## src/ppsnr_pkg.sv

```systemverilog
// ----------------------------------------------------------------------------
// ppsnr_pkg: shared types and constants
// Widths, limits and the plane record passed from front to back.
// ----------------------------------------------------------------------------
package ppsnr_pkg;

  localparam int SAMPLE_BITS = 16;
  localparam int COUNT_BITS  = 22;
  localparam int SUM_W       = 54;
  localparam int CNT_W       = COUNT_BITS + 1;
  localparam int DEPTH_W     = 5;
  localparam int EXP_W       = 6;
  localparam int FRAC_W      = 16;
  localparam int LOG_W       = EXP_W + FRAC_W;

  localparam logic [DEPTH_W-1:0] DEPTH_RESET     = 5'd10;
  localparam logic [DEPTH_W-1:0] DEPTH_MAX       = 5'd16;
  localparam logic [17:0]        DB_PER_LOG2_Q16 = 18'd197283;
  localparam logic signed [15:0] PSNR_MAX_Q8     = 16'sd30720;
  localparam logic signed [15:0] PSNR_MIN_Q8     = -16'sd24576;

  // one finished plane
  typedef struct packed {
    logic [SUM_W-1:0]       sum;
    logic [SAMPLE_BITS-1:0] max_err;
    logic [CNT_W-1:0]       count;
    logic                   ovf;
  } rec_t;

endpackage

```

## src/ppsnr_queue.sv

```systemverilog
// ----------------------------------------------------------------------------
// ppsnr_queue: two-entry plane record queue
// Decouples the sample front from the log back.
// ----------------------------------------------------------------------------
module ppsnr_queue
  import ppsnr_pkg::*;
(
  input  logic clk,
  input  logic rst,
  input  logic push,
  input  rec_t push_rec,
  input  logic pop,
  output logic q_valid,
  output logic q_full,
  output rec_t q_rec
);

  rec_t       slot [2];
  logic       wr_ptr;
  logic       rd_ptr;
  logic [1:0] fill;

  assign q_valid = (fill != 2'd0);
  assign q_full  = (fill == 2'd2);
  assign q_rec   = slot[rd_ptr];

  // storage
  always_ff @(posedge clk) begin
    if (push) begin
      slot[wr_ptr] <= push_rec;
    end
  end

  // pointers and fill
  always_ff @(posedge clk) begin
    if (rst) begin
      wr_ptr <= 1'b0;
      rd_ptr <= 1'b0;
      fill <= 2'd0;
    end else begin
      if (push) begin
        wr_ptr <= !wr_ptr;
      end
      if (pop) begin
        rd_ptr <= !rd_ptr;
      end
      if (push && !pop) begin
        fill <= fill + 2'd1;
      end else if (pop && !push) begin
        fill <= fill - 2'd1;
      end
    end
  end

endmodule

```

## config.mk

```make
export PLATFORM = sky130hd
export DESIGN_NAME = ppsnr_queue
export DESIGN_NICKNAME = d
export VERILOG_FILES = /design/src/ppsnr_pkg.sv /design/src/ppsnr_queue.sv
export SDC_FILE = /design/constraint.sdc
export NUM_CORES = 1
export LEC_CHECK = 0
export ABC_AREA = 1
export BUFFER_PORTS_ARGS = -buffer_cell sky130_fd_sc_hd__buf_2
export CAP_MARGIN = 20
export CORE_MARGIN = 8
export CORE_UTILIZATION = 52
export CTS_CLUSTER_DIAMETER = 50
export DETAILED_ROUTE_END_ITERATION = 10
export HOLD_SLACK_MARGIN = 0.05
export PLACE_DENSITY = 0.79
export SLEW_MARGIN = 40
export SYNTH_ARGS = -nofsm -noshare
export SYNTH_HDL_FRONTEND = slang
export SYNTH_SLANG_ARGS = --single-unit
export TNS_END_PERCENT = 20
```

## constraint.sdc

```tcl
create_clock -name clk -period 7.95 [get_ports clk]
set_clock_uncertainty 0.05 [all_clocks]
set_input_delay 1.59 -clock clk [delete_from_list [all_inputs] [get_ports clk]]
set_output_delay 1.59 -clock clk [all_outputs]
set_load 0.02 [all_outputs]
```

* Word-level counts from Yosys, hierarchy flattened
Memory sizes are Yosys's and may differ from the RTL's. A register that Yosys moved wholly into a read port is not among the register bits. Cells that the tools add are included. W data, S select, Z words.
Operators by class: muxes and demuxes 6, add/sub/neg operators 2, reduce and logical (&&, ||, !) cells 8, equality and inequality tests 1
Operators with widths (count):
- $logic_not A1 Y1 | 4
- $mux W1 | 4
- $mux W2 | 2
- $reduce_bool A2 Y1 | 2
- $add A2 B1 Y2 const B | 1
- $eq A2 B2 Y1 const B | 1
- $logic_and A1 B1 Y1 | 2
- $sub A2 B1 Y2 const B | 1
Storage, ports and cells: register bits 4, word-level logic and storage cells 21, memories kept 1, output and inout port bits 96, memory bits (writable) 188, bits of input ports 98
Memories:
- slot | depth 2, width 94, read ports 1, clocked after Yosys merged registers in 1, write ports 1, RTL line ppsnr_queue.sv:18 | rec_t slot [2];

* Logic depth before layout (Yosys ltp)
Gate-level depths: netlist (run 1).
depth after elaboration 4, mapped depth 8

* Worst setup path before layout (run 1)
No wires, ideal clock.
path type in2reg, start point in push, end point mem slot[0][0] (netlist name), enable pin, stages 2, data required time 7.350 ns, path buffers 0, arrival 5.566 ns, setup slack 1.785 ns, path through inv_1 -> nor2_1
Between the ends: word-level cells in the longest chain between the ends 2
Ends and longest elaborated chain:
- start: declaration | RTL line ppsnr_queue.sv:10 | input logic push,
- $mux W1 | RTL line ppsnr_queue.sv:29 | if (push) begin
- $mux W1 (implied by the code) | RTL line ppsnr_queue.sv:30 | slot[wr_ptr] <= push_rec;
- end: declaration | RTL line ppsnr_queue.sv:18
No other way between the ends.

==> metrics, run 1 <==
outcome finished, final reports clean; fillers 898; post-route ant nets 0; Final Cycle Share 0.511; GPL Wtd Cong around 0.70; CTS Buf Count 17; detailed-route wire length around 13000 µm; GRT Total Usage 0.153; Synth warnings 0; Post-Place Setup Slack between 4 and 5 ns; vias per inst 5.01; TritonCTS clock tree done; Primary FF master, synth edfxtp_1; Post-Syn Area per Cell about 22 µm²; Die Span Y 132 µm; I/O pin count roughly 190; htree depth 4; Die Width about 130 µm; clk sink count 193; Starting Density 0.532; most instantiated cells after synthesis edfxtp_1 (188), mux2_2 (94), inv_1 (9); setup ws final between 3 and 4 ns; Slew @ Worst Pin 0.711 ns; full die area 17500 µm²; vias in the first global route 3957; P_leak ~3.4 nW; layout cell share with drive strength beyond 1 0.594; CP required 6.31 ns; Critical Path AT ~2.4 ns; Core Area about 13000 µm²; power per standard cell area 267 nW/µm²; area grow syn2layout 26.0%; register area ~5700 µm²; reg2reg path depth 3; drt wl/cell about 19 µm; clk_lat worst skew ~0.42 ns; area leader, netlist edfxtp_1; hold-fix buffers at CTS 0; min Tclk post-route between 4 and 5 ns; top cell type's share of synthesized area 0.804; sequential area share after synthesis 0.818; Final nets 631; worst rel slew slack 0.526; FF-to-FF setup slack around 5.9 ns; hold_sp rd_ptr; kind of critical path flop to primary output; synthesized cell area around 7000 µm²; Area contributors post-synth edfxtp_1 (80%), mux2_2 (15%), dfxtp_1 (1.4%); Setup crit end kind primary output; Syn Inst Count ~330; worst hold path class flop to flop; Setup TNS Final 0 ns; Starting DRT DRC Count 176; Port Buffers a little under 200; setup repair after global routing missed its margin false; setup bufs post-CTS 0; Synth cell types 16; maximum VDD drop 0.166 mV; worst r2r src wr_ptr; antenna violations before repair 0; Clock transition at path regs about 0.060 ns; first-pass GRT wire length ~20000 µm; root buf cell clkbuf_16; hold depth 2; GR Overflow Total 0; WHS approximately 0.47 ns; Vias around 3600; max cap viols 0; Post-synth ARST share 0; synthesized net count 424; crit-path max FO 48; Slew Limit Fails 0; FMAX 0.246 GHz; post-CTS sizing 0; Worst Hold Endpoint rd_ptr; antenna cells 0; Setup violations, final 0; largest net degree at the start of global routing 55; Startpoint Class flop; hpwl dp between 9000 and 10000 µm; number of synthesized register bits 193; RR Endpoint slot[1][14]; Rows 42; Post-synth EDFFs 188; count leader, synth edfxtp_1; Final Hold Vio Count 0; Multi-input gate area about 1200 µm²; CTS Buffer Depth 2; DRC Markers 0; Detailed Routing Iterations Pass 1 4
## metrics by stage
stage,instance area (µm²),util,cells,total power [mW]
after global routing,8850,0.671,721,2.44
after CTS,8850,0.671,721,2.39
final,8850,0.671,721,2.36
after floorplan,7020,-,325,1.39
after detailed placement,8210,0.622,689,1.49
after global placement,8150,0.618,687,1.47
## power by group
group / switching (mW) / internal (mW) / total [mW]
Clock: 0.345 / 0.559 / 0.903
Sequential: 0.0210 / 1.18 / 1.20
Combinational: 0.154 / 0.108 / 0.262
Total: 0.520 / 1.84 / 2.36
## cell families after synthesis
| family | after synthesis | share of synthesized area |
|---|---|---|
| adder cells (fa/ha/maj) | 1 | 0.00178 |
| multiplexers | 94 | 0.151 |
| flip-flops | 193 | 0.818 |
| buffers and inverters | 19 | 0.0176 |
| XOR/XNOR | 1 | 0.00125 |
| AO/OA/AOI/OAI | 2 | 0.00142 |
| AND/OR/NAND/NOR | 15 | 0.00873 |
## registers in the layout, summed over array words and instances, names as in the netlist, named ones only
signal  count
rd_ptr      1
wr_ptr      1
fill        2
slot      188
## critical path, stage by stage, from the launching register on
cell,delay [ns]
dfxtp_4,0.74
buf_4,0.62
mux2_2,0.42
buf_2,0.16
## cell usage in the layout, fill, tap and decap left out, types with 2 or more instances in the layout
cell type / instances
buf_2: 193
bufinv_16: 5
mux2_2: 94
clkbuf_1: 2
inv_6: 2
clkinv_4: 2
clkinv_2: 2
buf_4: 3
edfxtp_1: 188
inv_1: 8
clkbuf_16: 17
dfxtp_1: 4
buf_16: 2
nand2_1: 6
nor2_1: 5
## final cells by class
| type | instances | share of cell area |
|---|---|---|
| Clock buffer | 19 | 0.0489 |
| Inverter | 9 | 0.00410 |
| Multi-Input combinational cell | 113 | 0.131 |
| Clock inverter | 13 | 0.0233 |
| Sequential cell | 193 | 0.650 |
| Timing Repair Buffer | 198 | 0.118 |
| Tap cell | 176 | 0.0249 |
## routing by layer
layer / track usage / up-vias / wire length (µm)
li1: - / 1686 / -
met4: 0.0599 / 0 / 221
met2: 0.251 / 143 / 6670
met1: 0.176 / 1766 / 5560
met3: 0.0629 / 17 / 1030
met5: 0 / - / 0
## how the worst max path moves through the flow
stage               startpoint    endpoint
floorplan                 push  slot[0][0]
global placement          push  slot[0][7]
detailed placement        flop   q_rec[12]
CTS                       flop   q_rec[86]
global route              flop   q_rec[86]
finish                    flop   q_rec[86]
No activity file was read; power rests on OpenSTA's default activity.
==> inputs of run 2 (changes only) <==
- ABC_AREA: 1 -> 0
- clock period: 7.95 -> 4 ns (I/O delays scaled with it)
==> run 2 against run 1 <==
  * Count of clock-buffer cells in the layout decreased by 1
  * First-iteration DRC count increased by 10%
  * Utilization decreased by 0.47 points
  * Flip-flop and latch count unchanged
  * Global-route usage decreased by 0.12 points
  * Critical endpoint is now q_rec[87]
==> metrics, run 2 <==
vias in the first global route 3878 (-2.0%); WHS 0.455 ns (-0.0134 ns); Synth cell types 17 (+1); CP required 3.15 ns (-3.16 ns); Area contributors post-synth edfxtp_1 (81%), mux2_2 (15%), dfxtp_1 (1.4%); max cap viols 0 (unchanged); Final Hold Vio Count 0 (unchanged); synthesized net count 413 (-2.6%); Detailed Routing Iterations Pass 1 4 (unchanged); root buf cell clkbuf_16; Synth warnings 0 (unchanged); Critical Path AT 2.10 ns (-0.32 ns); antenna cells 0 (unchanged); Slew @ Worst Pin 0.805 ns (+0.0939 ns); crit path max-delay cell type dfxtp_4; kind of critical path flop to primary output; Multi-input gate area 1170 µm² (+1.2%); register area 5750 µm² (unchanged); most frequent cells in the layout buf_2 (193), edfxtp_1 (188), mux2_2 (94); worst hold path class flop to flop; Biggest register slot; most common library cell in the layout ignoring fill and taps buf_2; Simple-Gate Fraction of Synth Area 0.00661 (-0.00212); outcome finished, final reports clean; power per standard cell area 534 nW/µm² (+100%); CP Cell Sequence buf_12 > mux2_2 > buf_2; FMAX 0.339 GHz; Core Area 13200 µm² (unchanged); hold-fix buffers at CTS 0 (unchanged); mux share of post-synthesis cell area 0.151 (+0.000404); Post-synth EDFFs 188 (unchanged); post-route design area 8780 µm² (-0.71%); Final nets 619 (-1.9%); GPL Wtd Cong 0.696 (-0.41%); Setup TNS Final 0 ns (unchanged); full die area 17400 µm² (-0.23%); I/O pin count 194 (unchanged); setup repair after global routing missed its margin false; detailed-route wire length 13300 µm (-1.2%); Post-synth ARST share 0 (unchanged); post-CTS sizing 0 (unchanged); Vias 3566 (-1.3%); Starting DRT DRC Count 194 (+10%); Port Buffers 193 (unchanged); most instantiated cells after synthesis edfxtp_1 (188), mux2_2 (94), buf_6 (6), dfxtp_1 (5), nor2_1 (4); worst rel slew slack 0.463 (-0.0626); Die Span Y 132 µm (-0.12%); sequential area share after synthesis 0.821 (+0.00219); first-pass GRT wire length 20700 µm (+1.3%); delay-heaviest family, CP flip-flops; post-route ant nets 0 (unchanged); DRC Markers 0 (unchanged); maximum VDD drop 0.299 mV (+80%); min Tclk post-route slightly below 3 ns; Die Width 132 µm (-0.12%); GRT Total Usage 0.152 (-0.00122); htree depth 4 (unchanged); Slew Limit Fails 0 (unchanged); count leader, synth edfxtp_1; CP Buf/Inv Count 2 (unchanged); Clock transition at path regs 0.07 ns (about the same); top cell type's share of synthesized area 0.806 (+0.00216); XOR/XNOR share of the synthesized area 0.00500 (+0.00376); Post-Synth Adder-Cell Area 0.00179 (+0.00000478); Final Cycle Share 0.738; Largest regs slot: 188 flops, fill: 2 flops; antenna violations before repair 0 (unchanged); setup bufs post-CTS 0 (unchanged); largest family of logic cells by synthesized area multiplexers; area leader, netlist edfxtp_1; area grow syn2layout 25.5%; filler-free cell count of the finished design 709 (-1.7%); clk sink count 193 (unchanged); CP peak stage delay 0.74 ns (about the same); crit-path max FO 51 (+6.3%); P_leak 3.30 nW (-1.6%); hpwl dp 9280 µm (+0.97%); Setup violations, final 0 (unchanged); synthesized cell area 7000 µm² (-0.27%); Primary FF master, synth edfxtp_1; drt wl/cell 18.8 µm (+0.43%); max reg flops 188 (unchanged); number of synthesized register bits 193 (unchanged); CTS Buffer Depth 2 (unchanged); Starting Density 0.531 (-0.00142); vias per inst 5.03 (+0.40%); Cell Area, Placed 8170 µm² (-0.50%); Setup crit end kind primary output; largest net degree at the start of global routing 60 (+9.1%); Startpoint Class flop; Rows 42 (unchanged); fillers 907 (+1.0%); clk_lat worst skew 0.41 ns (about the same); compound-cell area share of the yosys netlist 0.00143 (+0.00000382); CTS Buf Count 17 (unchanged); Syn Inst Count 314 (-3.4%); # placed instances 677 (-1.7%); TritonCTS clock tree done; layout cell share with drive strength beyond 1 0.610 (+0.0153); GR Overflow Total 0 (unchanged); Post-Syn Area per Cell 22.3 µm² (+3.2%)
[run 2: changes by cell type in the layout (fill, tap and decap cells not counted), sizes merged, moves of 2 or more]
cell and delta:
inv -9, nand2 -6, clkinv +2, nor2 -2, nor2b +2, xor2 +2
[run 2: metal layers]
metal | vias to the layer above | track usage | wire [µm]
met2 | 142 | 0.243 | 6350
met4 | 0 | 0.0562 | 184
li1 | 1653 | - | -
met5 | - | 0 | 0
met1 | 1755 | 0.184 | 5800
met3 | 16 | 0.0572 | 982
[run 2: cell type report]
| cell class | count | share of cell area |
|---|---|---|
| clock buffers | 18 | 0.0489 |
| flip-flops and latches | 193 | 0.654 |
| multi-input cells | 110 | 0.133 |
| inverters | 1 | 0.000427 |
| repair buffers | 197 | 0.116 |
| clock inverters | 14 | 0.0215 |
| well taps | 176 | 0.0251 |
[run 2: path summary, 6_finish.rpt]
path / cells after the start / from / end / slack [ns]
max reg2reg: 2 / wr_ptr / slot[1][87] / 2.23
min: 2 / fill[1] / fill[1] / 0.45
min reg2reg: 2 / fill[1] / fill[1] / 0.45
max: 3 / flop / q_rec[87] / 1.05
[run 2: logic make-up (layout without fill, tap and decap cells)]
| group | after synthesis | count (layout) |
|---|---|---|
| DFF | 193 | 193 |
| buffers and inverters | 11 | 230 |
| and+or+nand+nor | 9 | 9 |
| muxes | 94 | 94 |
| AOI/OAI and AO/OA | 2 | 2 |
| xor gates and xnor gates | 4 | 4 |
| adders and majority gates | 1 | 1 |
[run 2: worst reg2reg max path: stages, from the launching register on]
cell and delay (ns):
dfxtp_1 0.42, and2_4 0.51, buf_12 0.39
[run 2: metrics by stage]
step | worst slack [ns] | utilization | power, mW
after floorplan | 0.259 | - | 2.80
after detailed placement | 1.45 | 0.619 | 3.01
final | 1.05 | 0.666 | 4.69
after global placement | 1.47 | 0.619 | 2.99
after CTS | 1.00 | 0.666 | 4.74
after global routing | 0.936 | 0.666 | 4.85
[run 2: power breakdown]
group	total (mW)	switching, mW	internal [mW]
clock network	1.74	0.692	1.05
logic	0.552	0.327	0.226
registers	2.40	0.0459	2.36
