## config.mk

```make
export PLATFORM = sky130hd
export DESIGN_NAME = ppsnr_front_flat
export DESIGN_NICKNAME = d
export VERILOG_FILES = /design/src/ppsnr_pkg.sv /design/src/ppsnr_if.sv /design/src/ppsnr_front.sv /design/src/flat_wrapper.sv
export SDC_FILE = /design/constraint.sdc
export NUM_CORES = 1
export LEC_CHECK = 0
export BUFFER_PORTS_ARGS = -buffer_cell sky130_fd_sc_hd__buf_4
export CORE_MARGIN = 8
export CORE_UTILIZATION = 42
export CTS_BUF_LIST = sky130_fd_sc_hd__clkbuf_16
export DETAILED_ROUTE_END_ITERATION = 8
export SLEW_MARGIN = 20
export SYNTH_ARGS = -nofsm -noshare
export SYNTH_HDL_FRONTEND = slang
export SYNTH_SLANG_ARGS = --single-unit
```

## constraint.sdc

```tcl
create_clock -name clk -period 14.3 [get_ports clk]
set_input_delay 1.43 -clock clk [delete_from_list [all_inputs] [get_ports clk]]
set_output_delay 1.43 -clock clk [all_outputs]
set_load 0.02 [all_outputs]
```

## src/ppsnr_pkg.sv

```systemverilog
// ----------------------------------------------------------------------------
// ppsnr_pkg: shared types and constants
// Widths, limits and the plane record passed from front to back.
// ----------------------------------------------------------------------------
package ppsnr_pkg;

  localparam int SAMPLE_BITS = 16;
  localparam int COUNT_BITS  = 22;
  localparam int SUM_W       = 54;
  localparam int CNT_W       = COUNT_BITS + 1;
  localparam int DEPTH_W     = 5;
  localparam int EXP_W       = 6;
  localparam int FRAC_W      = 16;
  localparam int LOG_W       = EXP_W + FRAC_W;

  localparam logic [DEPTH_W-1:0] DEPTH_RESET     = 5'd10;
  localparam logic [DEPTH_W-1:0] DEPTH_MAX       = 5'd16;
  localparam logic [17:0]        DB_PER_LOG2_Q16 = 18'd197283;
  localparam logic signed [15:0] PSNR_MAX_Q8     = 16'sd30720;
  localparam logic signed [15:0] PSNR_MIN_Q8     = -16'sd24576;

  // one finished plane
  typedef struct packed {
    logic [SUM_W-1:0]       sum;
    logic [SAMPLE_BITS-1:0] max_err;
    logic [CNT_W-1:0]       count;
    logic                   ovf;
  } rec_t;

endpackage

```

## src/ppsnr_if.sv

```systemverilog
// ----------------------------------------------------------------------------
// ppsnr channels
// Sample input, result output and bit depth write channels.
// ----------------------------------------------------------------------------
interface ppsnr_in_if;
  logic        valid;
  logic        ready;
  logic [15:0] sample_ref;
  logic [15:0] sample_test;
  logic        last_sample;
  modport source (output valid, sample_ref, sample_test, last_sample, input ready);
  modport sink   (input valid, sample_ref, sample_test, last_sample, output ready);
endinterface


```

## src/ppsnr_front.sv

```systemverilog
// ----------------------------------------------------------------------------
// ppsnr_front: per-sample accumulation
// Sums squared differences, tracks max error and counts pairs; on the last
// pair pushes the plane record and clears.
// ----------------------------------------------------------------------------
module ppsnr_front
  import ppsnr_pkg::*;
(
  input  logic          clk,
  input  logic          rst,
  ppsnr_in_if.sink      samples,
  input  logic          q_full,
  output logic          push,
  output rec_t          push_rec
);

  logic [SUM_W-1:0]       sum;
  logic [SAMPLE_BITS-1:0] max_err;
  logic [CNT_W-1:0]       count;
  logic                   ovf;

  logic [SUM_W-1:0]       sum_next;
  logic [SAMPLE_BITS-1:0] max_next;
  logic [CNT_W-1:0]       count_next;
  logic                   ovf_next;

  logic [SAMPLE_BITS-1:0]   diff;
  logic [2*SAMPLE_BITS-1:0] sq;
  logic [SUM_W:0]           sum_add;
  logic                     accept;

  assign samples.ready = !q_full;
  assign accept = samples.valid && samples.ready;

  // difference, square and saturating add
  always_comb begin
    diff = (samples.sample_ref >= samples.sample_test) ?
           (samples.sample_ref - samples.sample_test) :
           (samples.sample_test - samples.sample_ref);
    sq = {{SAMPLE_BITS{1'b0}}, diff} * {{SAMPLE_BITS{1'b0}}, diff};
    sum_add = {1'b0, sum} + {{(SUM_W+1-2*SAMPLE_BITS){1'b0}}, sq};
    max_next = (diff > max_err) ? diff : max_err;
    sum_next = sum;
    count_next = count;
    ovf_next = ovf;
    if (count >= (CNT_W'(1) << COUNT_BITS)) begin
      ovf_next = 1'b1;
    end else begin
      count_next = count + CNT_W'(1);
      if (sum_add[SUM_W]) begin
        sum_next = {SUM_W{1'b1}};
        ovf_next = 1'b1;
      end else begin
        sum_next = sum_add[SUM_W-1:0];
      end
    end
  end

  assign push = accept && samples.last_sample;
  assign push_rec = '{sum: sum_next, max_err: max_next, count: count_next, ovf: ovf_next};

  // running state, cleared after each plane
  always_ff @(posedge clk) begin
    if (rst || push) begin
      sum <= '0;
      max_err <= '0;
      count <= '0;
      ovf <= 1'b0;
    end else if (accept) begin
      sum <= sum_next;
      max_err <= max_next;
      count <= count_next;
      ovf <= ovf_next;
    end
  end

endmodule

```

## src/flat_wrapper.sv

```systemverilog
// flat-port wrapper written by rule: the top's interface ports become plain ports
module ppsnr_front_flat import ppsnr_pkg::*;
  (clk, rst, q_full, push, push_rec, samples_valid, samples_sample_ref, samples_sample_test, samples_last_sample, samples_ready);
  ppsnr_in_if samples_i ();
  input  logic clk;
  input  logic rst;
  input  logic q_full;
  output logic push;
  output rec_t push_rec;
  input wire logic [$bits(samples_i.valid)-1:0] samples_valid;
  input wire logic [$bits(samples_i.sample_ref)-1:0] samples_sample_ref;
  input wire logic [$bits(samples_i.sample_test)-1:0] samples_sample_test;
  input wire logic [$bits(samples_i.last_sample)-1:0] samples_last_sample;
  output wire logic [$bits(samples_i.ready)-1:0] samples_ready;
  assign samples_i.valid = samples_valid;
  assign samples_i.sample_ref = samples_sample_ref;
  assign samples_i.sample_test = samples_sample_test;
  assign samples_i.last_sample = samples_last_sample;
  assign samples_ready = samples_i.ready;
  ppsnr_front u_core (.clk(clk), .rst(rst), .samples(samples_i), .q_full(q_full), .push(push), .push_rec(push_rec));
endmodule
```

Word-level counts from Yosys, hierarchy flattened
Cells that the tools add are included.
Word-level totals
  input bits: 37
  bits in registers: 94
Operators by class
  magnitude comparators: 3
  reduce and logical (&&, ||, !) cells: 4
  mux-type cells: 7
  $add $sub $neg: 4
  $mul: 1
Operators with widths (count)
  54-bit 2-to-1 mux: 2
  54-bit by 32-bit adder with 55-bit output: 1
  16-bit by 16-bit multiplier with 32-bit output: 1
  16-bit 2-to-1 mux: 2
  16-bit subtractor: 2
  23-bit by 1-bit adder with 23-bit output, second input constant: 1
  23-bit >= comparator, second input constant: 1
  23-bit 2-to-1 mux: 1
  16-bit >= comparator: 1
  16-bit > comparator: 1
  1-bit logical AND: 2
  1-bit 2-to-1 mux: 2
  1-bit logical NOT: 1
  1-bit logical OR: 1

Depth between registers and ports, before layout
Gate-level depths: netlist (run 1).
  depth in word-level cells: 6
  gate-level depth with buffers: 37

Worst setup path after synthesis (run 1)
No wires, ideal clock.
  kind: input-to-output
  from: in samples_sample_test[0]
  to: out push_rec[93] in the netlist's numbering
  buffers on the path: 3
  cell stages on the path: 32
  data required time: 12.870 ns
  path slack: 3.348 ns
  data arrival time: 9.522 ns
  path through: inv_1 -> ha_1 -> inv_1 -> fa_1 -> a21oi_1 -> o311ai_0 -> o41ai_1 -> mux2i_1 -> a211o_1 -> xor2_1 -> clkbuf_1 -> nand2_1 -> fa_1 -> inv_1 -> fa_1 -> fa_1 -> fa_1 -> fa_1 -> inv_1 -> fa_1 -> inv_1 -> ha_1 -> buf_2 -> nand4_1 -> nor3_1 -> a22oi_1 -> a21oi_2 -> nor3_1 -> or4_1 -> buf_2 -> and3_1 -> a21oi_1
RTL lines
  from (decl): line flat_wrapper.sv:12  | input wire logic [$bits(samples_i.sample_test)-1:0] samples_sample_test;
  to (decl): line flat_wrapper.sv:9  | output rec_t push_rec;

==> results of run 1 <==
## metal layers
metal,up-vias,routed length (um),GRT usage,part of all wire
li1,6498,-,-,-
met1,6663,20200,0.279,0.43
met2,455,22500,0.372,0.48
met3,64,3180,0.0426,0.067
met4,0,1270,0.0659,0.027
met5,-,0,0,0
## worst paths after layout
kind / from / endpoint / slack, ps / cells past startpoint
min reg2reg: u_core.max_err[1] / u_core.max_err[1] / 460 / 2
max: samples_sample_test[0] / push_rec[93] / 1500 / 34
min: u_core.max_err[1] / u_core.max_err[1] / 460 / 2
max reg2reg: u_core.sum[10] / u_core.sum[17] / 8340 / 17
## area by class of cell
type	instances	area (um2)	area share
well taps	511	639	0.0366
clock buffers	9	225	0.0129
repair buffers	154	1160	0.0661
multi-input cells	1356	12000	0.685
clock inverters	5	60.1	0.00344
flip-flops and latches	94	1880	0.108
inverters	411	1540	0.0883
## placed cells by master (no fill, tap or decap), types with 22 or more instances in the layout
| master | instances |
|---|---|
| a21oi_1 | 106 |
| nand4_1 | 22 |
| dfxtp_1 | 93 |
| nand2_1 | 163 |
| nor2_1 | 166 |
| inv_1 | 402 |
| nand3_1 | 31 |
| a21o_1 | 40 |
| fa_1 | 196 |
| ha_1 | 155 |
| o21ai_0 | 54 |
| nor3_1 | 34 |
| buf_4 | 154 |
| o221a_2 | 23 |
| xor2_1 | 34 |
| xnor2_1 | 49 |
## tightest hold or removal path, cell delays in order, from the launching register on
cell and delay, ps:
dfxtp_1 310, nand2_1 50, a21oi_1 50
## kinds of logic (layout without fill, tap and decap cells)
logic type / count (synthesis) / after routing / share of synthesized area
XOR/XNOR: 87 / 87 / 0.0506
buffers and inverters: 508 / 579 / 0.128
flip-flops: 94 / 94 / 0.119
AND/OR/NAND/NOR: 523 / 523 / 0.154
AO/OA/AOI/OAI: 380 / 380 / 0.169
multiplexers: 15 / 15 / 0.0102
adder cells (fa/ha/maj): 351 / 351 / 0.369
## stage by stage
| step | setup WS, ps | instances | utilization |
|---|---|---|---|
| floorplan | 3350 | 1958 | - |
| global placement | 1590 | 2526 | 0.459 |
| detailed placement | 1580 | 2526 | 0.459 |
| CTS | 1560 | 2540 | 0.466 |
| global route | 973 | 2540 | 0.466 |
| finish | 1500 | 2540 | 0.466 |
## state kept, by name, summed over array words and instances, names as in the netlist
signal	cells
u_core.sum	54
u_core.count	23
u_core.max_err	16
u_core.ovf	1
==> impl_metrics.env, run 1 <==
export IMPL_status="complete, no violations"
export IMPL_clockRootBuffer="clkbuf_16"
export IMPL_max_cap_violations=0
export IMPL_synth_top_area_frac=0.247
export IMPL_syn_avg_cell_area_um2=8.11
export IMPL_synth_area_leaders="fa_1 (25%), ha_1 (12%), dfxtp_1 (12%)"
export IMPL_numCtsBuffers=9
export IMPL_via_count=13700
export IMPL_slew_viol_final=0
export IMPL_nFillCells=3833
export IMPL_netlist_area_um2=15900
export IMPL_ys_seq_area_frac=0.119
export IMPL_numClockSinks=94
export IMPL_grt_pass1_wl_um=77400
export IMPL_core_area_um2=37500
export IMPL_start_util=0.423
export IMPL_worst_setup_path_start_kind="input pin"
export IMPL_path_max_fanout=33
export IMPL_tns_ps=0
export IMPL_place_congestion=0.883
export IMPL_critPathKind="in2out"
export IMPL_critical_path_buf_inv_count=10
export IMPL_worst_slew_pin_slew_ps=994
export IMPL_diodes=0
export IMPL_grt_util_all_layers=0.219
export IMPL_setup_violations=0
export IMPL_cts_clk_slew_worst_paths_ps=70
export IMPL_hold_viol_final=0
export IMPL_slowest_stage="or4_1"
export IMPL_synth_ff_type="dfxtp_1"
export IMPL_wirelength_um=47200
export IMPL_slew_headroom=0.338
export IMPL_yosysTopAreaCell="fa_1"
export IMPL_path_delay_family="adder cells"
export IMPL_synth_top_cells_by_count="inv_1 (402), fa_1 (196), nor2_1 (168)"
export IMPL_holdWs_ps=459
export IMPL_critPathCaptureType="output pin"
export IMPL_cpMostUsedCell="fa_1"
export IMPL_nets=2414
export IMPL_grt_pass1_vias=14300
export IMPL_firstDrtPassIters=5
export IMPL_postCtsSetupRepairBufs=0
export IMPL_die_y_um=210
export IMPL_drcViolationCount=0
export IMPL_layout_drive_gt1_share=0.121
export IMPL_die_area_um2=44300
export IMPL_synthCells=1958
export IMPL_synth_edf_count=0
export IMPL_async_flop_share=0
export IMPL_fin_crit_ps=12800
export IMPL_critPathArrivalTime_ps=11370
export IMPL_gr_total_overflow=0
export IMPL_place_hpwl_um=36900
export IMPL_critPathMaxStageDelay_ps=880
export IMPL_rsz0062_at_grt="false"
export IMPL_yosysMostFrequentCell="inv_1"
export IMPL_cts_buffer_depth=2
export IMPL_viasPerCell=5.39
export IMPL_wl_per_cell_um=18.6
export IMPL_period_share=0.895
export IMPL_ys_seq_elements=94
export IMPL_syn2layout_area_growth_pct=10.1
export IMPL_min_path_type="reg2reg"
export IMPL_placed_area_um2=17200
export IMPL_rows=71
export IMPL_cts_tree="yes"
export IMPL_die_w_um=210
export IMPL_grt_max_degree=58
export IMPL_fmax_mhz=78.2
export IMPL_cp_required_ps=12870
export IMPL_synth_cell_types=96
export IMPL_port_buffers=132
export IMPL_cts_resized_gates=0
export IMPL_clock_latency_ps=380
export IMPL_cts_hold_fix_buffers=0
export IMPL_cts_max_level=3
export IMPL_final_area_um2=17500
export IMPL_synth_net_count=2346
export IMPL_drt_initial_drc_count=884
export IMPL_finClkSkew_ps=12.7
export IMPL_antenna_found_initial=0
export IMPL_yosysWarnings=0
export IMPL_ios=133
export IMPL_ant_nets=0
Power of run 1 is left out: the tool's default activity adds up to more than one toggle a clock period on the data nets, which glitch-free logic cannot reach.
==> inputs of run 2 (changes only) <==
MAX_ROUTING_LAYER = met4   (was default)
==> run 2 against run 1 <==
Effect of this change:
- worst setup slack worse by 4.5 ps
- clock skew grew 7.0 ps
- final area grew 0.24%
- die area did not move
- sequential cell count stayed put
- highest routed layer unchanged
- via count up 0.48%
==> impl_metrics.env, run 2 (synthesized netlist as in run 1, its figures left out) <==
export IMPL_place_hpwl_um=37500
export IMPL_layout_commonest_cell="inv_1"
export IMPL_final_cell_mix="inv_1 (403), fa_1 (196), nor2_1 (166)"
export IMPL_nets=2414
export IMPL_timing_rr_start="u_core.sum[10]"
export IMPL_slew_headroom=0.279
export IMPL_clock_latency_ps=390
export IMPL_critPathKind="in2out"
export IMPL_worstReg2RegEnd="u_core.sum[23]"
export IMPL_layout_drive_gt1_share=0.122
export IMPL_antenna_found_initial=0
export IMPL_critPathCapture="push_rec[92]"
export IMPL_critical_path_buf_inv_count=10
export IMPL_cts_clk_slew_worst_paths_ps=70
export IMPL_place_congestion=0.923
export IMPL_finClkSkew_ps=19.7
export IMPL_fmax_mhz=78.1
export IMPL_crit_cells=34
export IMPL_tns_ps=0
export IMPL_worstSetupStartpoint="samples_sample_test[0]"
export IMPL_min_path_type="reg2reg"
export IMPL_cpMostUsedCell="fa_1"
export IMPL_cts_buffer_depth=2
export IMPL_grt_util_all_layers=0.228
export IMPL_rsz0062_at_grt="false"
export IMPL_wl_per_cell_um=18.8
export IMPL_top_regs="u_core.sum (54), u_core.count (23), u_core.max_err (16)"
export IMPL_max_cap_violations=0
export IMPL_holdWs_ps=460
export IMPL_path_max_fanout=33
export IMPL_worst_slew_pin_slew_ps=1080
export IMPL_cts_max_level=3
export IMPL_start_util=0.423
export IMPL_via_count=13700
export IMPL_port_buffers=132
export IMPL_path_delay_family="adder cells"
export IMPL_reg2regPathDepth=17
export IMPL_period_share=0.895
export IMPL_final_core_util=0.467
export IMPL_slew_viol_final=0
export IMPL_hold_viol_final=0
export IMPL_reg2reg_slack_ps=8350
export IMPL_ant_nets=0
export IMPL_die_area_um2=44300
export IMPL_wirelength_um=47800
export IMPL_placedCellCount=2526
export IMPL_grt_max_degree=58
export IMPL_grt_pass1_vias=14400
export IMPL_ios=133
export IMPL_cts_resized_gates=0
export IMPL_syn2layout_area_growth_pct=10.4
export IMPL_drcViolationCount=0
export IMPL_slowest_stage="or4_1"
export IMPL_numClockSinks=94
export IMPL_rows=71
export IMPL_fin_crit_ps=12800
export IMPL_firstDrtPassIters=5
export IMPL_drt_initial_drc_count=879
export IMPL_status="complete, no violations"
export IMPL_viasPerCell=5.41
export IMPL_nFillCells=3786
export IMPL_diodes=0
export IMPL_numCtsBuffers=9
export IMPL_die_w_um=210
export IMPL_critPathArrivalTime_ps=11370
export IMPL_die_y_um=210
export IMPL_cts_hold_fix_buffers=0
export IMPL_cts_tree="yes"
export IMPL_critPathCaptureType="output pin"
export IMPL_final_cell_count_no_fill=2542
export IMPL_clockRootBuffer="clkbuf_16"
export IMPL_gr_total_overflow=0
export IMPL_postCtsSetupRepairBufs=0
export IMPL_worst_setup_path_start_kind="input pin"
export IMPL_grt_pass1_wl_um=77600
export IMPL_critPathMaxStageDelay_ps=890
export IMPL_largest_reg_flops=54
export IMPL_core_area_um2=37500
export IMPL_largest_register="u_core.sum"
export IMPL_setup_violations=0
export IMPL_cp_required_ps=12870
## run 2: stage by stage
step | area [um2] | setup slack [ps]
after detailed placement | 17200 | 1560
after floorplan | 15900 | 3350
after global placement | 17200 | 1600
after CTS | 17500 | 1550
after global routing | 17500 | 884
final | 17500 | 1500
## run 2: routing by layer
layer	wire length, um	global-route usage	vias up
met4	1380	0.0760	0
met1	20900	0.287	6771
met3	2810	0.0319	71
met5	0	-	-
li1	-	-	6499
met2	22700	0.375	404
## run 2: how the worst min path moves through the flow
stage | from | endpoint | slack, ps | cells after the start
6_report | u_core.max_err[1] | u_core.max_err[1] | 460 | 2
5_1_grt | u_core.max_err[1] | u_core.max_err[1] | 490 | 2
4_1_cts | u_core.max_err[1] | u_core.max_err[1] | 460 | 2
3_5_place_dp | u_core.max_err[1] | u_core.max_err[1] | 450 | 2
3_3_place_gp | u_core.max_err[1] | u_core.max_err[1] | 440 | 2
2_1_floorplan | u_core.ovf | u_core.ovf | 430 | 2
## run 2: worst register-to-register path, stage by stage (launching register included)
cell and delay (ps):
dfxtp_1 340, inv_1 90, fa_1 540, inv_1 60, fa_1 480, fa_1 500
inv_1 60, fa_1 530, inv_1 40, ha_1 390, and4_1 250, nand3_1 90
a21oi_1 80, o311a_1 450, or3_4 380, a21oi_2 500, nand2_2 610, o221a_2 440
## run 2: area by class of cell
| class | instances | area, um2 | share of cell area |
|---|---|---|---|
| Multi-Input combinational cell | 1356 | 12000 | 0.683 |
| Sequential cell | 94 | 1880 | 0.107 |
| Inverter | 411 | 1540 | 0.0881 |
| Timing Repair Buffer | 154 | 1160 | 0.0660 |
| Tap cell | 511 | 639 | 0.0365 |
| Clock buffer | 9 | 225 | 0.0129 |
| Clock inverter | 7 | 101 | 0.00578 |
Power of run 2 is left out for the same reason.
