[src/ppsnr_pkg.sv]
// ----------------------------------------------------------------------------
// ppsnr_pkg: shared types and constants
// Widths, limits and the plane record passed from front to back.
// ----------------------------------------------------------------------------
package ppsnr_pkg;

  localparam int SAMPLE_BITS = 16;
  localparam int COUNT_BITS  = 22;
  localparam int SUM_W       = 54;
  localparam int CNT_W       = COUNT_BITS + 1;
  localparam int DEPTH_W     = 5;
  localparam int EXP_W       = 6;
  localparam int FRAC_W      = 16;
  localparam int LOG_W       = EXP_W + FRAC_W;

  localparam logic [DEPTH_W-1:0] DEPTH_RESET     = 5'd10;
  localparam logic [DEPTH_W-1:0] DEPTH_MAX       = 5'd16;
  localparam logic [17:0]        DB_PER_LOG2_Q16 = 18'd197283;
  localparam logic signed [15:0] PSNR_MAX_Q8     = 16'sd30720;
  localparam logic signed [15:0] PSNR_MIN_Q8     = -16'sd24576;

  // one finished plane
  typedef struct packed {
    logic [SUM_W-1:0]       sum;
    logic [SAMPLE_BITS-1:0] max_err;
    logic [CNT_W-1:0]       count;
    logic                   ovf;
  } rec_t;

endpackage

[src/ppsnr_if.sv]


interface ppsnr_out_if;
  logic               valid;
  logic               ready;
  logic signed [15:0] psnr_q8;
  logic [53:0]        error_sum;
  logic [15:0]        max_abs_error;
  logic [22:0]        sample_count;
  logic               overflow;
  modport source (output valid, psnr_q8, error_sum, max_abs_error, sample_count, overflow,
                  input ready);
  modport sink   (input valid, psnr_q8, error_sum, max_abs_error, sample_count, overflow,
                  output ready);
endinterface


[src/ppsnr_back.sv]
// ----------------------------------------------------------------------------
// ppsnr_back: per-plane PSNR sequencer
// Forms peak^2*count, takes both base-2 logs on one shared unit (bit-wise
// normalize, then squaring steps), scales to dB and holds the result.
// ----------------------------------------------------------------------------
module ppsnr_back
  import ppsnr_pkg::*;
(
  input  logic               clk,
  input  logic               rst,
  input  logic [DEPTH_W-1:0] bit_depth,
  input  logic               q_valid,
  input  rec_t               q_rec,
  output logic               pop,
  ppsnr_out_if.source        results
);

  localparam logic [3:0] S_IDLE  = 4'd0;
  localparam logic [3:0] S_PSQ   = 4'd1;
  localparam logic [3:0] S_NUM   = 4'd2;
  localparam logic [3:0] S_NORM  = 4'd3;
  localparam logic [3:0] S_FRAC  = 4'd4;
  localparam logic [3:0] S_LDONE = 4'd5;
  localparam logic [3:0] S_DIFF  = 4'd6;
  localparam logic [3:0] S_OUT   = 4'd7;
  localparam logic [3:0] S_WAIT  = 4'd8;

  logic [3:0]             state;
  rec_t                   job;
  logic [31:0]            psq;
  logic [SUM_W-1:0]       lx;
  logic [EXP_W-1:0]       le;
  logic [31:0]            m;
  logic [FRAC_W-1:0]      frac;
  logic [3:0]             iter;
  logic                   sel_sum;
  logic [LOG_W-1:0]       lnum;
  logic [LOG_W-1:0]       lsum;
  logic signed [40:0]     prod;

  logic [DEPTH_W-1:0]     depth_c;
  logic [16:0]            peak_w;
  logic [15:0]            peak;
  logic [63:0]            msq;
  logic [32:0]            t;
  logic signed [22:0]     d;
  logic signed [40:0]     rnd;
  logic signed [16:0]     r;
  logic signed [15:0]     psnr;
  logic [54:0]            num_w;

  // clamped depth and peak
  always_comb begin
    if (bit_depth == '0) begin
      depth_c = DEPTH_W'(1);
    end else if (bit_depth > DEPTH_MAX) begin
      depth_c = DEPTH_MAX;
    end else begin
      depth_c = bit_depth;
    end
    peak_w = (17'd1 << depth_c) - 17'd1;
    peak = peak_w[15:0];
  end

  // datapath pieces
  always_comb begin
    msq = {32'd0, m} * {32'd0, m};
    t = msq[63:31];
    num_w = {23'd0, psq} * {32'd0, job.count};
    d = $signed({1'b0, lnum}) - $signed({1'b0, lsum});
    rnd = (prod + 41'sd8388608) >>> 24;
    r = rnd[16:0];
    if (r > 17'(PSNR_MAX_Q8)) begin
      psnr = PSNR_MAX_Q8;
    end else if (r < 17'(PSNR_MIN_Q8)) begin
      psnr = PSNR_MIN_Q8;
    end else begin
      psnr = r[15:0];
    end
  end

  assign pop = (state == S_IDLE) && q_valid;

  // sequencer
  always_ff @(posedge clk) begin
    if (rst) begin
      state <= S_IDLE;
      results.valid <= 1'b0;
    end else begin
      case (state)
        S_IDLE: begin
          if (q_valid) begin
            job <= q_rec;
            state <= S_PSQ;
          end
        end
        S_PSQ: begin
          psq <= {16'd0, peak} * {16'd0, peak};
          state <= S_NUM;
        end
        S_NUM: begin
          lx <= num_w[SUM_W-1:0];
          le <= EXP_W'(SUM_W - 1);
          sel_sum <= 1'b0;
          state <= S_NORM;
        end
        // one bit of normalization per cycle
        S_NORM: begin
          if (lx[SUM_W-1] || le == '0) begin
            m <= lx[SUM_W-1:SUM_W-32];
            frac <= '0;
            iter <= '0;
            state <= S_FRAC;
          end else begin
            lx <= lx << 1;
            le <= le - EXP_W'(1);
          end
        end
        // one fraction bit per squaring
        S_FRAC: begin
          frac <= {frac[FRAC_W-2:0], t[32]};
          m <= t[32] ? t[32:1] : t[31:0];
          iter <= iter + 4'd1;
          if (iter == 4'd15) begin
            state <= S_LDONE;
          end
        end
        S_LDONE: begin
          if (!sel_sum) begin
            lnum <= {le, frac};
            lx <= job.sum;
            le <= EXP_W'(SUM_W - 1);
            sel_sum <= 1'b1;
            state <= S_NORM;
          end else begin
            lsum <= {le, frac};
            state <= S_DIFF;
          end
        end
        S_DIFF: begin
          prod <= 41'(d) * $signed({23'd0, DB_PER_LOG2_Q16});
          state <= S_OUT;
        end
        S_OUT: begin
          results.psnr_q8 <= (job.sum == '0) ? PSNR_MAX_Q8 : psnr;
          results.error_sum <= job.sum;
          results.max_abs_error <= job.max_err;
          results.sample_count <= job.count;
          results.overflow <= job.ovf;
          results.valid <= 1'b1;
          state <= S_WAIT;
        end
        S_WAIT: begin
          if (results.ready) begin
            results.valid <= 1'b0;
            state <= S_IDLE;
          end
        end
        default: begin
          state <= S_IDLE;
        end
      endcase
    end
  end

endmodule

[src/flat_wrapper.sv]
// flat-port wrapper written by rule: the top's interface ports become plain ports
module ppsnr_back_flat import ppsnr_pkg::*;
  (clk, rst, bit_depth, q_valid, q_rec, pop, results_valid, results_psnr_q8, results_error_sum, results_max_abs_error, results_sample_count, results_overflow, results_ready);
  ppsnr_out_if results_i ();
  input  logic clk;
  input  logic rst;
  input  logic [DEPTH_W-1:0] bit_depth;
  input  logic q_valid;
  input  rec_t q_rec;
  output logic pop;
  output wire logic [$bits(results_i.valid)-1:0] results_valid;
  output wire logic [$bits(results_i.psnr_q8)-1:0] results_psnr_q8;
  output wire logic [$bits(results_i.error_sum)-1:0] results_error_sum;
  output wire logic [$bits(results_i.max_abs_error)-1:0] results_max_abs_error;
  output wire logic [$bits(results_i.sample_count)-1:0] results_sample_count;
  output wire logic [$bits(results_i.overflow)-1:0] results_overflow;
  input wire logic [$bits(results_i.ready)-1:0] results_ready;
  assign results_valid = results_i.valid;
  assign results_psnr_q8 = results_i.psnr_q8;
  assign results_error_sum = results_i.error_sum;
  assign results_max_abs_error = results_i.max_abs_error;
  assign results_sample_count = results_i.sample_count;
  assign results_overflow = results_i.overflow;
  assign results_i.ready = results_ready;
  ppsnr_back u_core (.clk(clk), .rst(rst), .bit_depth(bit_depth), .q_valid(q_valid), .q_rec(q_rec), .pop(pop), .results(results_i));
endmodule
[config.mk]
export PLATFORM = sky130hd
export DESIGN_NAME = ppsnr_back_flat
export DESIGN_NICKNAME = d
export VERILOG_FILES = /design/src/ppsnr_pkg.sv /design/src/ppsnr_if.sv /design/src/ppsnr_back.sv /design/src/flat_wrapper.sv
export SDC_FILE = /design/constraint.sdc
export NUM_CORES = 2
export LEC_CHECK = 0
export BUFFER_PORTS_ARGS = -buffer_cell sky130_fd_sc_hd__buf_4
export CORE_MARGIN = 1
export CORE_UTILIZATION = 60
export DETAILED_ROUTE_END_ITERATION = 7
export PLACE_DENSITY_LB_ADDON = 0.08
export SLEW_MARGIN = 20
export SYNTH_ARGS = -nofsm -noshare
export SYNTH_HDL_FRONTEND = slang
export SYNTH_SLANG_ARGS = --single-unit
[constraint.sdc]
create_clock -name clk -period 8.3 [get_ports clk]
set_clock_uncertainty 0.05 [all_clocks]
set_input_delay 0.415 -clock clk [delete_from_list [all_inputs] [get_ports clk]]
set_output_delay 0.415 -clock clk [all_outputs]
set_load 0.01 [all_outputs]
[Word level (Yosys, flattened, before mapping)]
Cells that the tools add are included.
Storage, ports and cells
  flip-flop bits (word level): 439
  latch bits: 0
  bits in writable memories: 0
  bits in read-only memories: 0
  output and inout bits: 112
  word-level logic and storage cells: 100
  memories kept: 0
Operators by class
  $add $sub $neg: 5
  multipliers: 4
  divide/modulo/power cells: 0
  order comparisons: 3
  eq/ne operators: 15
  shift-type cells: 1
  muxes and demuxes: 25
  bitwise logic cells: 2
  reduce and logical (&&, ||, !) cells: 23
Operators by type and width (number)
  one-hot mux 54 bit (3 select lines): 1
  two-way mux 54 bit: 2
  multiplier 32 x 32 -> 64 bit: 1
  two-way mux 32 bit: 2
  one-hot mux 32 bit (2 select lines): 1
  logical NOT 54 bit: 1
  multiplier 32 x 23 -> 54 bit: 1
  adder 41 x 25 -> 41 bit, second input constant: 1
  multiplier 23 x 19 -> 41 bit, second input constant: 1
  one-hot mux 4 bit (9 select lines): 1
  multiplier 16 x 16 -> 32 bit: 1
  two-way mux 16 bit: 2
  one-hot mux 16 bit (2 select lines): 1
  subtractor 22 x 22 -> 23 bit: 1
  two-way mux 4 bit: 5
  one-hot mux 6 bit (3 select lines): 1
  > comparator 17 x 16 -> 1 bit, second input constant: 1
  less-than comparator 17 x 16 -> 1 bit, second input constant: 1
  == test 4 x 3 -> 1 bit, second input constant: 4
  << shifter 1 x 5 -> 16 bit, first input constant: 1
  subtractor 16 x 1 -> 16 bit, second input constant: 1
  two-way mux 6 bit: 2
  AND reduction 3 bit: 4
  two-way mux 5 bit: 2
  24 further kinds: 39

[Logic depth before layout (Yosys ltp)]
  word-level depth: 6
  gate-level depth with buffers: 35
  gate-level depth less buffers: 35

[Least setup slack after synthesis]
Ideal clock, no wire load.
  path kind: flip-flop to flip-flop
  start: register u_core.state[3]
  end: register u_core.results.error_sum[0] (enable)
  data arrival time: 8.210 ns
  required time: 7.536 ns
  slack: -0.674 ns
  cell stages (with the launch flop): 4
  path buffers: 1
  clock period less this slack: 8.974 ns
  cells stage by stage: dfxtp_1 > clkbuf_1 > nand2b_1 > nor3_1
On the way
  word-level cells in the longest chain between the ends: 2
RTL lines
  start, declared: RTL line ppsnr_back.sv:28  | logic [3:0] state;
  start signal, assigned: RTL line ppsnr_back.sv:87  | state <= S_IDLE;
  start signal, assigned: RTL line ppsnr_back.sv:94  | state <= S_PSQ;
  start signal, assigned: RTL line ppsnr_back.sv:99  | state <= S_NUM;
  == test 4 x 3 -> 1 bit: RTL line ppsnr_back.sv:90  | case (state)
  AND reduction 2 bit (no source line)
  end signal, assigned: RTL line ppsnr_back.sv:146  | results.error_sum <= job.sum;
  end, declared: RTL line ppsnr_if.sv:11  | modport source (output valid, psnr_q8, error_sum, max_abs_error, sample_count, overflow,
No other way between the ends.
A chain may end at the register's enable or synchronous reset.

[Worst setup path in the final report]
  start: register u_core.m[13]
  end: register u_core.m[30] (data pin)
On the way
  word-level cells in the longest chain between the ends: 3
RTL lines
  start, declared: RTL line ppsnr_back.sv:33  | logic [31:0] m;
  start signal, assigned: RTL line ppsnr_back.sv:110  | m <= lx[SUM_W-1:SUM_W-32];
  start signal, assigned: RTL line ppsnr_back.sv:122  | m <= t[32] ? t[32:1] : t[31:0];
  multiplier 32 x 32 -> 64 bit: RTL line ppsnr_back.sv:67  | msq = {32'd0, m} * {32'd0, m};
  two-way mux 32 bit: RTL line ppsnr_back.sv:122
  one-hot mux 32 bit (2 select lines): RTL line ppsnr_back.sv:90
No other way between the ends.

==> summary.txt <==
Floorplan
  – Top Ports: ~220
  – Core area: 132000 um2
  – Row cnt: 133
  – Effective utilization at floorplan: 0.606
  – Total die area: 135000 um2
  – Die H: 367 um
  – Die width: roughly 370 um

Logic synthesis
  – Post-synthesis compound-gate area fraction: 0.0596
  – Most common flop cell mapped by yosys: edfxtp_1
  – Area contributors post-synth: fa_1 42%, edfxtp_1 15%, ha_1 12%
  – XOR/XNOR share of the synthesized area: 0.0228
  – Simple-Gate Fraction of Synth Area: 0.107
  – Number of synthesized flops with an enable pin: just over 400
  – Yosys top cell area share: 0.420
  – Avg Synthesized Cell Area: 9.91 um2
  – Post-synthesis cell type count: 76
  – Dominant cell type by area after synthesis: fa_1
  – Synth Instances: 8078
  – Main combinational cell family by area after synthesis: adder cells
  – Asr flop ratio synth: 0
  – Sequential area share after synthesis: 0.155
  – Mux cell area share after synthesis: 0.00428
  – Post-synthesis cell area: 80000 um2
  – Number of warnings issued by yosys: 0
  – Register bit total from synthesis: 415
  – Adder-Cell Fraction of Synth Area: 0.539

Clock network
  – Cts bufs inserted: 51
  – Clock Tree Root: clkbuf_16
  – Maximum clock path buffer count: 3
  – H-Tree Depth: 2
  – TritonCTS clock tree: yes
  – CTS sink count: 415
  – Worst-skew pair later-pin latency: 0.70 ns
  – Worst-path clk slew: ~0.060 ns

Cells and area
  – Post-layout instance area: 90400 um2
  – Share of layout cells above drive strength 1: 0.113
  – Fillers: between 10000 and 15000
  – Register area: 12400 um2
  – Fin cells: 10400
  – Most frequent cells in the layout: 2046 x inv_1, 1643 x fa_1, 960 x nand2_1, 740 x ha_1, 611 x buf_4
  – Synth-to-Final Area Change: 12.9%
  – Most common cell after layout, fill and taps aside: inv_1
  – Layout Nets: 11200
  – Multi-input logic area: 59500 um2

GRT
  – Initial antenna violation count: 6
  – Largest net degree at the start of global routing: 61
  – First-pass GRT wire length: between 300000 and 400000 um
  – Total track usage: 0.340
  – Grt ovf: 0
  – Vias in the first global route: roughly 62000

Routing
  – Remaining DRCs: 0
  – Via count: 57800
  – WL final: about 220000 um
  – WL per Instance: 21.5 um
  – DR vias/cell: ~5.6
  – Initial DRC count: ~4400
  – Routed Antenna Nets: 0
  – First-pass DRT Iterations: 6

Placed design
  – Detailed placement HPWL: around 180000 um
  – Post-place instance area: 86000 um2
  – Cells after DPL: ~10000
  – Port Buffers: 214
  – RePlAce Congestion: 0.955

Critical path
  – Critical Path Fanout Max: 5
  – Startpoint Class: register
  – Crit path kind: register to register
  – Critical Path Sink Type: register
  – Worst Path Required: just under 9 ns
  – WP data arrival: 8.61 ns

Timing
  – Post-layout minimum cycle time: 8.27 ns
  – Fmax: 121 MHz
  – Final Hold Vio Count: 0
  – Min Hold Slack: 0.0524 ns
  – Setup_tns: 0 ns
  – Worst-margin pin slew: between 1 and 1.5 ns
  – Endpoints failing setup: 0
  – Final period util: 0.996
  – Max_slew headroom: 0.122
  – Unrepaired setup endpoints after global routing: yes
  – Final Max Slew Viols: 0

Outcome
  – Outcome: finished, final reports clean

Worst hold path
  – Worst min path class: primary input to register

Run
  – MaxCap Viol Count: 0
## Yosys cell counts (all sizes together), types with 5 or more instances
master   count
a2111oi     11
a211oi      18
a21boi      11
a21o        98
a21oi      191
a221o        6
a22oi       54
a311oi       6
a31oi       27
and2       373
and3        50
and4         7
buf         13
clkbuf     295
clkinv       5
dfxtp        5
edfxtp     410
fa        1680
ha         759
inv       2071
mux2i       32
nand2      975
nand2b      32
nand3       43
nand4       30
nor2       216
nor2b       42
nor3        39
nor4        25
o2111ai     11
o211ai      17
o21a        20
o21ai      189
o21bai      28
o22ai        6
o31a         5
o31ai       11
or2         13
xnor2      131
xor2        75
## per-stage QoR
stage | setup WS (ns) | utilization
after floorplan | 0.277 | -
after global placement | -0.229 | 0.651
after detailed placement | -0.295 | 0.651
after CTS | 0.0247 | 0.673
after global routing | -0.174 | 0.685
final | 0.0312 | 0.685
## sequential cells by signal, summed over array words and instances, names as in the netlist
register and count:
u_core.results.psnr_q8 16, u_core.state 4, u_core.psq 31, u_core.results.error_sum 54
u_core.sel_sum 1, u_core.job 94, u_core.lsum 22, u_core.prod 18
u_core.lx 54, u_core.results.sample_count 23, u_core.lnum 22, u_core.m 32
u_core.frac 16, u_core.iter 4, u_core.results.valid 1, u_core.le 6
u_core.results.max_abs_error 16, u_core.results.overflow 1
## cell families (layout without fill, tap and decap cells)
group,after synthesis,after routing
adder cells (fa/ha/maj),2439,2439
buffers and inverters,2384,2947
AND/OR/NAND/NOR,1856,1856
AO/OA/AOI/OAI,742,742
flip-flops,415,415
XOR/XNOR,206,206
multiplexers,34,34
other,2,13
## worst paths after layout
check | depth (start not counted) | end | slack, ns | startpoint
setup / recovery | 27 | u_core.m[30] | 0.03 | u_core.m[13]
hold / removal | 2 | u_core.results.valid | 0.05 | rst
setup reg to reg | 27 | u_core.m[30] | 0.03 | u_core.m[13]
hold reg to reg | 0 | u_core.results.max_abs_error[15] | 0.32 | u_core.job[39]
## what timing repair did
| action | 4_1_cts | 5_1_grt |
|---|---|---|
| endpoints found under the hold margin | 95 | 0 |
| gates cloned | 0 | 5 |
| endpoints found under the setup margin | 31 | 39 |
| pin swaps | 5 | 103 |
| buffers inserted | 6 | 67 |
| gates resized for setup | 24 | 248 |
| hold buffers | 95 | 0 |
## critical path, cell delays in order, from the launching register on
cell and delay, ns:
edfxtp_1 0.45, buf_12 0.18, buf_4 0.15, and2_2 0.23, fa_2 0.41, fa_1 0.54, inv_1 0.05, fa_1 0.51
inv_1 0.07, fa_1 0.50, fa_1 0.54, inv_1 0.06, fa_1 0.55, fa_1 0.44, fa_1 0.56, inv_1 0.08
ha_4 0.18, a2111oi_1 0.49, o2111ai_1 0.23, nand2_2 0.17, a21oi_4 0.10, o31a_1 0.28, a2bb2oi_2 0.15, a311o_1 0.44
a311oi_2 0.25, xnor2_1 0.13, mux2i_1 0.14, a21oi_1 0.08
## final cells by class
| cell class | count | share of cell area |
|---|---|---|
| clock inverter | 36 | 0.00515 |
| multi-input combinational | 5289 | 0.658 |
| inverter | 2076 | 0.0865 |
| timing repair buffer | 775 | 0.0740 |
| sequential | 415 | 0.137 |
| antenna | 1 | 0.0000277 |
| tap | 1755 | 0.0243 |
| clock buffer | 60 | 0.0145 |
## metal layers
layer	GRT usage	vias to the layer above	wire, um
li1	-	25500	-
met4	0.116	6	9090
met5	0	-	41
met1	0.471	29400	90800
met3	0.0599	430	19800
met2	0.544	2427	104000
Power is not shown: default switching activity piles up to over one toggle a cycle in this logic, so the estimate is an artifact.
